### config.mk
export PLATFORM = sky130hd
export DESIGN_NAME = lru_page_replacement_top
export DESIGN_NICKNAME = d
export VERILOG_FILES = /design/src/rtl/lru_pkg.sv /design/src/rtl/lru_cfg.sv /design/src/rtl/lru_page_replacement_top.sv
export SDC_FILE = /design/constraint.sdc
export NUM_CORES = 1
export LEC_CHECK = 0
export BUFFER_PORTS_ARGS = -buffer_cell sky130_fd_sc_hd__buf_2
export CAP_MARGIN = 20
export CORE_MARGIN = 4
export CORE_UTILIZATION = 60
export CTS_BUF_LIST = sky130_fd_sc_hd__clkbuf_16
export CTS_CLUSTER_DIAMETER = 50
export DETAILED_ROUTE_END_ITERATION = 7
export PLACE_DENSITY_LB_ADDON = 0.1
export SYNTH_ARGS = -nofsm -noshare
export SYNTH_HDL_FRONTEND = slang
export SYNTH_SLANG_ARGS = --single-unit
### constraint.sdc
create_clock -name clk -period 6.05 [get_ports clk]
set_input_delay 0.9075 -clock clk [delete_from_list [all_inputs] [get_ports clk]]
set_output_delay 0.9075 -clock clk [all_outputs]
set_load 0.05 [all_outputs]
### src/rtl/lru_pkg.sv
package lru_pkg;

  typedef enum logic [1:0] {
    ST_IDLE,
    ST_SCAN,
    ST_WRITE
  } state_t;

  typedef enum logic [1:0] {
    OUTCOME_HIT     = 2'd0,
    OUTCOME_LOAD    = 2'd1,
    OUTCOME_REPLACE = 2'd2
  } outcome_t;

  typedef struct packed {
    logic [15:0] page_number;
    logic        last_request;
  } req_t;

  typedef struct packed {
    outcome_t    outcome;
    logic [2:0]  frame_index;
    logic [15:0] evicted_page;
    logic [31:0] fault_total;
    logic        run_end;
  } rsp_t;

  // register index, taken from paddr[2]
  localparam logic REG_FRAMES_IN_USE = 1'b0;
  localparam logic [3:0] FRAMES_IN_USE_RESET = 4'd8;

endpackage

### src/rtl/lru_cfg.sv
module lru_cfg #(
  parameter int FRAMES = 8,
  parameter int CNT_W  = 4
) (
  input  logic             clk,
  input  logic             rst_n,
  input  logic             psel,
  input  logic             penable,
  input  logic             pwrite,
  input  logic [2:0]       paddr,
  input  logic [31:0]      pwdata,
  output logic [31:0]      prdata,
  output logic             pready,
  output logic [CNT_W-1:0] frames_n
);
  import lru_pkg::*;

  logic [3:0] frames_in_use_r;
  logic       wr_en;

  assign pready = 1'b1;
  assign wr_en  = psel && penable && pwrite && (paddr[2] == REG_FRAMES_IN_USE);

  always_ff @(posedge clk) begin
    if (!rst_n) begin
      frames_in_use_r <= FRAMES_IN_USE_RESET;
    end else if (wr_en) begin
      frames_in_use_r <= pwdata[3:0];
    end
  end

  always_comb begin
    prdata = '0;
    if (paddr[2] == REG_FRAMES_IN_USE) begin
      prdata = 32'(frames_in_use_r);
    end
  end

  // zero acts as one frame, anything above the array size as the full array
  always_comb begin
    if (32'(frames_in_use_r) > FRAMES) begin
      frames_n = CNT_W'(FRAMES);
    end else if (frames_in_use_r == 4'd0) begin
      frames_n = CNT_W'(1);
    end else begin
      frames_n = CNT_W'(frames_in_use_r);
    end
  end

endmodule

### src/rtl/lru_page_replacement_top.sv
// channel   direction  handshake                  payload
// request   in         start & !busy              in_data  (lru_pkg::req_t)
// result    out        out_strobe, one cycle      out_data (lru_pkg::rsp_t)
// config    in         psel & penable & pwrite    pwdata, paddr[2] selects register
//
// a request scans the n frames, then writes back, before the next accept, n being the
// effective frame count; the scan reads one frame entry per cycle from the frame
// memory through a single compare unit
// the result shows on out_strobe the cycle after the frame write-back
// reset is synchronous and needs no clearing pass: frames carry valid bits
// the receiver cannot stall; a new request may start while a result shows
module lru_page_replacement_top #(
  parameter int FRAMES    = 8,
  parameter int PAGE_BITS = 16
) (
  input  logic          clk,
  input  logic          rst_n,
  input  logic          start,
  output logic          busy,
  input  lru_pkg::req_t in_data,
  output logic          out_strobe,
  output lru_pkg::rsp_t out_data,
  input  logic          psel,
  input  logic          penable,
  input  logic          pwrite,
  input  logic [2:0]    paddr,
  input  logic [31:0]   pwdata,
  output logic [31:0]   prdata,
  output logic          pready
);
  import lru_pkg::*;

  localparam int IDX_W = (FRAMES > 1) ? $clog2(FRAMES) : 1;
  localparam int CNT_W = $clog2(FRAMES + 1);

  state_t state_r, state_nxt;

  logic [CNT_W-1:0]     frames_n;
  logic [CNT_W-1:0]     n_r;
  logic [CNT_W-1:0]     issue_r;
  logic [CNT_W-1:0]     fill_r;
  logic [PAGE_BITS-1:0] page_r;
  logic [PAGE_BITS-1:0] page_q;
  logic [PAGE_BITS-1:0] best_page_r;
  logic [PAGE_BITS-1:0] page_in;
  logic [31:0]          page_ext;
  logic                 last_r;
  logic [31:0]          stamp_q;
  logic [31:0]          best_stamp_r;
  logic [31:0]          clock_r;
  logic [31:0]          fault_r;
  logic [31:0]          fault_nxt;
  logic [FRAMES-1:0]    valid_r;
  logic                 cmp_vld_r;
  logic [IDX_W-1:0]     cmp_idx_r;
  logic [IDX_W-1:0]     hit_idx_r;
  logic [IDX_W-1:0]     best_idx_r;
  logic                 hit_r;
  logic                 out_strobe_r;
  rsp_t                 out_data_r;

  logic                 accept;
  logic                 rd_en;
  logic                 do_write;
  logic                 scan_done;
  logic                 hit_now;
  logic                 older;
  logic                 miss;
  logic                 load;
  logic [IDX_W-1:0]     slot;
  outcome_t             outcome;
  logic [31:0]          evict_ext;
  logic [31:0]          slot_ext;

  logic [PAGE_BITS-1:0] page_mem  [FRAMES];
  logic [31:0]          stamp_mem [FRAMES];

  lru_cfg #(
    .FRAMES (FRAMES),
    .CNT_W  (CNT_W)
  ) u_cfg (
    .clk      (clk),
    .rst_n    (rst_n),
    .psel     (psel),
    .penable  (penable),
    .pwrite   (pwrite),
    .paddr    (paddr),
    .pwdata   (pwdata),
    .prdata   (prdata),
    .pready   (pready),
    .frames_n (frames_n)
  );

  assign page_ext = 32'(in_data.page_number);
  assign page_in  = page_ext[PAGE_BITS-1:0];

  // sequencer
  always_comb begin
    state_nxt = state_r;
    unique case (state_r)
      ST_IDLE:  if (start) state_nxt = ST_SCAN;
      ST_SCAN:  if (scan_done) state_nxt = ST_WRITE;
      ST_WRITE: state_nxt = ST_IDLE;
      default:  state_nxt = ST_IDLE;
    endcase
  end

  always_comb begin
    busy     = 1'b1;
    accept   = 1'b0;
    rd_en    = 1'b0;
    do_write = 1'b0;
    unique case (state_r)
      ST_IDLE: begin
        busy   = 1'b0;
        accept = start;
      end
      ST_SCAN:  rd_en = (issue_r < n_r);
      ST_WRITE: do_write = 1'b1;
      default:  busy = 1'b1;
    endcase
  end

  assign scan_done = cmp_vld_r && (CNT_W'(cmp_idx_r) == (n_r - CNT_W'(1)));

  // shared compare unit: page match and oldest stamp, one entry per cycle
  assign hit_now = valid_r[cmp_idx_r] && (page_q == page_r);
  assign older   = (cmp_idx_r == '0) || (stamp_q < best_stamp_r);

  // write-back decision
  always_comb begin
    miss      = !hit_r;
    load      = 1'b0;
    slot      = hit_idx_r;
    outcome   = OUTCOME_HIT;
    evict_ext = '0;
    if (!hit_r) begin
      if (fill_r < n_r) begin
        load    = 1'b1;
        slot    = fill_r[IDX_W-1:0];
        outcome = OUTCOME_LOAD;
      end else begin
        slot      = best_idx_r;
        outcome   = OUTCOME_REPLACE;
        evict_ext = 32'(best_page_r);
      end
    end
    fault_nxt = (miss && (fault_r != '1)) ? fault_r + 32'd1 : fault_r;
    slot_ext  = 32'(slot);
  end

  // frame memory
  always_ff @(posedge clk) begin
    if (rd_en) begin
      page_q  <= page_mem[issue_r[IDX_W-1:0]];
      stamp_q <= stamp_mem[issue_r[IDX_W-1:0]];
    end
  end

  always_ff @(posedge clk) begin
    if (do_write) begin
      if (miss) begin
        page_mem[slot] <= page_r;
      end
      stamp_mem[slot] <= clock_r;
    end
  end

  // control state
  always_ff @(posedge clk) begin
    if (!rst_n) begin
      state_r      <= ST_IDLE;
      cmp_vld_r    <= 1'b0;
      hit_r        <= 1'b0;
      issue_r      <= '0;
      valid_r      <= '0;
      fill_r       <= '0;
      clock_r      <= '0;
      fault_r      <= '0;
      out_strobe_r <= 1'b0;
    end else begin
      state_r      <= state_nxt;
      cmp_vld_r    <= rd_en;
      out_strobe_r <= do_write;
      if (accept) begin
        issue_r <= '0;
      end else if (rd_en) begin
        issue_r <= issue_r + CNT_W'(1);
      end
      if (accept) begin
        hit_r <= 1'b0;
      end else if (cmp_vld_r && hit_now) begin
        hit_r <= 1'b1;
      end
      if (do_write) begin
        if (last_r) begin
          // end of run
          valid_r <= '0;
          fill_r  <= '0;
          clock_r <= '0;
          fault_r <= '0;
        end else begin
          if (miss) begin
            valid_r[slot] <= 1'b1;
          end
          if (load) begin
            fill_r <= fill_r + CNT_W'(1);
          end
          clock_r <= clock_r + 32'd1;
          fault_r <= fault_nxt;
        end
      end
    end
  end

  // request and scan payload
  always_ff @(posedge clk) begin
    cmp_idx_r <= issue_r[IDX_W-1:0];
    if (accept) begin
      page_r <= page_in;
      last_r <= in_data.last_request;
      n_r    <= frames_n;
    end
    if (cmp_vld_r) begin
      if (!hit_r && hit_now) begin
        hit_idx_r <= cmp_idx_r;
      end
      if (older) begin
        best_stamp_r <= stamp_q;
        best_idx_r   <= cmp_idx_r;
        best_page_r  <= page_q;
      end
    end
    if (do_write) begin
      out_data_r.outcome      <= outcome;
      out_data_r.frame_index  <= slot_ext[2:0];
      out_data_r.evicted_page <= evict_ext[15:0];
      out_data_r.fault_total  <= fault_nxt;
      out_data_r.run_end      <= last_r;
    end
  end

  assign out_strobe = out_strobe_r;
  assign out_data   = out_data_r;

  a_strobe_after_write: assert property (@(posedge clk) disable iff (!rst_n)
    out_strobe_r |-> $past(state_r == ST_WRITE))
    else $error("result strobe without a write-back");

  a_fill_bounded: assert property (@(posedge clk) disable iff (!rst_n)
    32'(fill_r) <= FRAMES)
    else $error("fill count beyond frame array");

  a_scan_in_range: assert property (@(posedge clk) disable iff (!rst_n)
    (state_r == ST_SCAN && cmp_vld_r) |-> (CNT_W'(cmp_idx_r) < n_r))
    else $error("compare beyond active frames");

  a_hit_is_valid: assert property (@(posedge clk) disable iff (!rst_n)
    (state_r == ST_WRITE && hit_r) |-> valid_r[hit_idx_r])
    else $error("hit on an empty frame");

  a_busy_until_result: assert property (@(posedge clk) disable iff (!rst_n)
    accept |=> (busy && !out_strobe_r))
    else $error("request accepted without entering the scan");

endmodule

# Word level (Yosys, flattened, before mapping)
# Memory sizes are Yosys's and may differ from the RTL's. A register that Yosys moved wholly into a read port is not among the register bits.
# Cells that the tools add are included.
[totals]
word_cells = 102
memories = 2
ff_bits = 221
in_bits = 58
ramBits = 384
[mem_list]
columns = ["name", "depth", "word_bits", "read_ports", "rd_clocked_by_memory_dff", "write_ports", "line_no", "source"]
rows = [
  ["stamp_mem", 8, 32, 1, 1, 1, "lru_page_replacement_top.sv:76", "logic [31:0] stamp_mem [FRAMES];"],
  ["page_mem", 8, 16, 1, 1, 1, "lru_page_replacement_top.sv:75", "logic [PAGE_BITS-1:0] page_mem [FRAMES];"],
]
[op_classes]
reduce_logical = 23
bitwise = 3
eq_ne = 8
mux = 30
order_cmp = 7
add_sub_neg = 5
[op_table]
columns = ["operator", "n"]
rows = [
  ["$mux W32", 3],
  ["$add A32 B1 Y32 const B", 2],
  ["$lt A32 B32 Y1", 1],
  ["$ne A32 B32 Y1 const B", 1],
  ["$eq A16 B16 Y1", 1],
  ["$mux W4", 4],
  ["$mux W8", 2],
  ["$mux W1", 13],
  ["$reduce_and A2 Y1", 5],
  ["$logic_and A1 B1 Y1", 9],
  ["$add A4 B1 Y4 const B", 2],
  ["$lt A3 B4 Y1 const B", 2],
  ["$lt A4 B4 Y1", 2],
  ["$or A8 B8 Y8", 1],
  ["$mux W2", 3],
  ["$mux W3", 2],
  ["$ne A2 B2 Y1 const B", 3],
  ["$reduce_or A2 Y1", 3],
  ["$eq A3 B4 Y1", 1],
  ["$gt A4 B4 Y1 const B", 1],
  ["$logic_not A4 Y1", 1],
  ["$pmux W2 S2", 1],
  ["$sub A4 B1 Y4 const B", 1],
  ["$bmux W1 S3", 1],
  ["10 further kinds", 11],
]

# Longest topological paths before layout
[depth]
ltp_word = 10
depth_mapped = 9

# Hierarchy
# A second synthesis with hierarchy kept.
[hier_totals]
cells_unflattened = 1552
hier_area_um2 = 26166.3
[by_module_without_submodules]
columns = ["mod", "n_inst", "area_per_inst_um2", "seq_area_each_um2", "cells_per_inst"]
rows = [
  ["lru_page_replacement_top", 1, 25699.6, 18607.8, 1494],
  ["lru_cfg", 1, 466.7, 80.1, 58],
]

# Least setup slack after synthesis
# Ideal clock, no wire load.
[synth_path]
path_type = "register to register"
start = "register state_r[0]"
end = "memory stamp_mem[5][0], enable pin"
setup_slack_ns = 0.523
synth_period_minus_slack_ns = 5.527
required_time_ns = 5.589
arrival_ns = 5.066
stages_incl_launch_ff = 7
path_cell_list = "dfxtp_1 nand2b_1 buf_6 inv_1 clkbuf_1 nand2_1 nor3_1"
[synth_between]
elab_chain_cells = 4
[synth_lines]
columns = ["element", "line_no", "source"]
rows = [
  ["from (decl)", "lru_page_replacement_top.sv:36", "state_t state_r, state_nxt;"],
  ["from (signal assigned)", "lru_page_replacement_top.sv:182", "state_r <= state_nxt;"],
  ["$eq A2 B2 Y1", "lru_page_replacement_top.sv:113", "unique case (state_r)"],
  ["$mux W1", "lru_page_replacement_top.sv:113", ""],
  ["via do_write", "lru_page_replacement_top.sv:64", "logic do_write;"],
  ["$mux W1", "lru_page_replacement_top.sv:161", "if (do_write) begin"],
  ["$mux W1 (not written as such)", "lru_page_replacement_top.sv:165", "stamp_mem[slot] <= clock_r;"],
  ["to (decl)", "lru_page_replacement_top.sv:76", ""],
]
# The timed path passes the listed nets, and every way through them passes these cells.

# Final worst setup path
[layout_path]
start = "register n_r[2]"
end = "memory stamp_mem[5][31], enable pin"
[layout_between]
elab_chain_cells = 3
[layout_lines]
columns = ["element", "line_no", "source"]
rows = [
  ["from (decl)", "lru_page_replacement_top.sv:39", "logic [CNT_W-1:0] n_r;"],
  ["from (signal assigned)", "lru_page_replacement_top.sv:222", "n_r <= frames_n;"],
  ["$lt A4 B4 Y1", "lru_page_replacement_top.sv:138", "if (fill_r < n_r) begin"],
  ["$mux W3", "lru_page_replacement_top.sv:138", ""],
  ["$mux W3", "lru_page_replacement_top.sv:137", "if (!hit_r) begin"],
  ["via slot[2]", "lru_page_replacement_top.sv:70", "logic [IDX_W-1:0] slot;"],
]
# The timed path passes the listed nets, and every way through them passes these cells.

==> flow_summary_export.csv <==
group,metric,value,unit
status,status,"finished clean",
logic_synthesis,async_reset_ff_share,0,%
logic_synthesis,yosysSeqAreaShare,70.7,%
drt,drtPass1Iterations,6,
worst_setup_path,path_cells,"inv_1 > ha_1 > o21ai_0 > nor2b_1 > o21ai_0 > a31oi_1 > nand2_1 > nor3_2 > buf_4",
worst_setup_path,cp_max_fo,26,
floorplanning,dieWidth,218,µm
timing,finalSetupTns,0,ps
worst_setup_path,cpLargestDelayFamily,"simple AND/OR/NAND/NOR gates",
floorplanning,initial_core_util,61.0,%
cts,clkSinkCount,653,
power,switching_power,1.85,mW
flow_run,drv_cap,0,
worst_setup_path,path_buf_inv,2,
cts,clock_latency,580,ps
global_routing,gr-usage-all-layers,22.8,%
logic_synthesis,ys_warn_count,0,
timing,fin_worst_skew,13.9,ps
drt,drt_iter0_markers,1393,
min_path,min_to,"best_stamp_r[0]",
worst_setup_path,path_common_cell,"o21ai_0",
timing,final.period_utilization,65.6,%
logic_synthesis,synth_cell_types,75,
logic_synthesis,synth_top_area_share,63.7,%
worst_setup_path,crit_arrival,4190,ps
power,leakagePower,9.41,nW
cts,cts-root-buf,"clkbuf_16",
drt,viasPerCell,5.91,
placed_design,io_buffers,87,
floorplanning,fp-row-count,76,
power,clkPwrFrac,43.8,%
timing,setup_violations,0,
power,switching_share,20.1,%
floorplanning,io_pins,147,
cts,cts_max_level,3,
worst_setup_path,r2r_setup_slack,2080,ps
logic_synthesis,yosys.area_share.simple,7.69,%
worst_setup_path,path_class,"reg2reg",
floorplanning,die_h,218,µm
worst_setup_path,rr_worst_depth,9,
placed_design,pre_cts_slack,2120,ps
worst_setup_path,cp.required,6270,ps
logic_synthesis,synth_edf_count,561,
cts,post_cts_buffers,0,
cts,cts_tree,"yes",
power,comb_power_share,2.7,%
power,vdd_drop_max,0.192,mV
timing,fmax,252,MHz
power,intPower,7.36,mW
worst_setup_path,max_stage_delay,760,ps
power,finalPower,9.21,mW
timing,layout_setup_ws,2080,ps
drt,via_count,13850,
logic_synthesis,synthCells,1578,
power,pwr_density_cell,310,nW/µm²
logic_synthesis,synth_compound_area_share,3.38,%
min_path,hold_class,"reg2reg",
floorplanning,coreArea,43400,µm²
logic_synthesis,ys.flop_type,"edfxtp_1",
placed_design,hpwl,31.4,mm
timing,layout_min_cycle_time,3970,ps
logic_synthesis,syn-cell-area,26400,µm²
timing,hold_violations,0,
logic_synthesis,ys_top_cells_by_area,"edfxtp_1 64%, mux4_2 8.3%, dfxtp_1 7.0%",
final_layout,final_cell_mix,"561 x edfxtp_1, 98 x mux4_2, 89 x dfxtp_1",
logic_synthesis,synth_top_family_by_area,"multiplexers",
drt,remaining_drc_errors,0,
timing,rsz0062_at_grt,"false",
timing,slew_headroom,28.8,%
worst_setup_path,end_kind,"flop",
worst_setup_path,start_kind,"flop",
floorplanning,die_area,47500,µm²
logic_synthesis,synth-xor-area-share,2.65,%
timing,slew_violations,0,
worst_setup_path,r2r-start,"n_r[2]",
logic_synthesis,synth_mux_area_share,11.0,%
logic_synthesis,synth_fa_ha_area_share,1.99,%
drt,wire_per_inst,22.7,µm
min_path,whs_path_depth,0,
global_routing,grt_pass1_vias,14123,
cts,ctsLongestPathBuffers,3,
cts,cts_inserted_buffers,66,
drt,final_antenna_net_count,0,
cts,clkSlewWorstSetupHoldPaths,60,ps
final_layout,fin_nets,1804,
placed_design,gp_congestion,0.868,
cts,ctsHoldBuffers,0,
cts,cts_resized,0,
global_routing,antenna_found_initial,0,
min_path,worstHoldStart,"stamp_q[0]",
logic_synthesis,ys_ff_latch,653,
global_routing,grt-ovfl-total,0,
global_routing,grt_max_degree,67,
final_layout,layout-drive-gt1-share,23.6,%
final_layout,synthToLayoutAreaGrowth,12.5,%
power,seqPwrFrac,53.5,%
worst_setup_path,critPathSlowestCell,"nor3_2",
worst_setup_path,reg2reg_to,"stamp_mem[5][31]",
final_layout,final_common_cell,"edfxtp_1",
global_routing,grt_pass1_wl,82.6,mm
drt,routed_wl,53.2,mm
timing,worstMarginPinSlew,1070,ps
logic_synthesis,yosysTopAreaCell,"edfxtp_1",
logic_synthesis,synth.avg_cell_area,16.8,µm²
## through the flow
step	util [%]	hold WS, ps	instance area [µm²]	instances
2_1_floorplan	-	352	26500	1605
3_3_place_gp	63.5	427	27600	2219
3_5_place_dp	63.6	426	27600	2220
4_1_cts	68.6	439	29700	2340
5_1_grt	68.6	469	29700	2341
6_report	68.6	442	29700	2342
## worst max-delay path by stage
stage	startpoint	endpoint	slack, ps	cells after the start
floorplan	state_r[0]	stamp_mem[5][0]	520	6
global placement	n_r[2]	stamp_mem[5][29]	2170	9
detailed placement	n_r[2]	stamp_mem[5][29]	2120	9
CTS	n_r[2]	stamp_mem[5][1]	2080	9
global route	n_r[2]	stamp_mem[5][31]	1810	9
finish	n_r[2]	stamp_mem[5][31]	2080	9
## cell usage after synthesis (3+ instances only)
| master | count |
|---|---|
| or4_1 | 4 |
| nor4_1 | 8 |
| a21oi_1 | 42 |
| nand4_1 | 23 |
| buf_4 | 32 |
| inv_1 | 49 |
| mux4_2 | 98 |
| o21ai_1 | 6 |
| nor4_2 | 4 |
| nand4_2 | 3 |
| edfxtp_1 | 561 |
| a31oi_1 | 9 |
| dfxtp_1 | 92 |
| nand4_4 | 3 |
| a21o_1 | 9 |
| and2_1 | 25 |
| and3_1 | 3 |
| nand3_1 | 42 |
| nand4b_1 | 3 |
| o31ai_1 | 7 |
| nor3_1 | 25 |
| buf_2 | 22 |
| ha_1 | 42 |
| a211oi_1 | 3 |
| buf_1 | 3 |
| xnor2_1 | 62 |
| o21ai_0 | 29 |
| nor2_1 | 84 |
| xor2_1 | 18 |
| mux2i_1 | 11 |
| nand3_2 | 3 |
| o211ai_1 | 6 |
| mux2_2 | 53 |
| clkbuf_1 | 34 |
| nor2b_1 | 12 |
| nand2_1 | 69 |
| or3_1 | 10 |
| nand2b_1 | 11 |
| and4_1 | 4 |
| a22o_1 | 5 |
## area by class of cell
type                       instances  area [µm²]
sequential                       653       18700
fill                            2899       13600
antenna                            1        2.50
timing repair buffer             123         718
inverter                          49         184
clock buffer                      68        1700
tap                              585         732
multi-input combinational        811        7250
clock inverter                    52         463
## logic make-up after synthesis
| logic type | count (synthesis) |
|---|---|
| xor gates and xnor gates | 80 |
| muxes | 162 |
| other | 2 |
| AOI/OAI and AO/OA | 139 |
| and+or+nand+nor | 359 |
| DFF | 653 |
| buffers and inverters | 141 |
| adders and majority gates | 42 |
## power groups by stage
stage | Combinational (mW) | Sequential, mW | Clock [mW]
final | 0.250 | 4.93 | 4.03
after global placement | 0.244 | 5.02 | 0
after CTS | 0.253 | 4.93 | 4.10
after floorplan | 0.206 | 5.00 | 0
after global routing | 0.271 | 4.93 | 4.32
after detailed placement | 0.251 | 5.02 | 0
## layer usage
| metal | global-route usage [%] | wire length [µm] | up-vias |
|---|---|---|---|
| met5 | 0 | 0 | - |
| met1 | 32.5 | 22900 | 7080 |
| met2 | 37.8 | 26400 | 390 |
| li1 | - | - | 6305 |
| met3 | 3.18 | 2890 | 75 |
| met4 | 6.34 | 1020 | 0 |
## state kept, by name, summed over array words and instances (netlist names), 4 cells and up
register and count:
best_stamp_r 32, fill_r 4, best_page_r 16, n_r 4, fault_r 32, stamp_q 32, out_data 54, u_cfg.frames_in_use_r 4
page_r 16, stamp_mem 256, page_mem 128, valid_r 8, clock_r 32, issue_r 4, page_q 16
(Power assumes the default switching activity.)
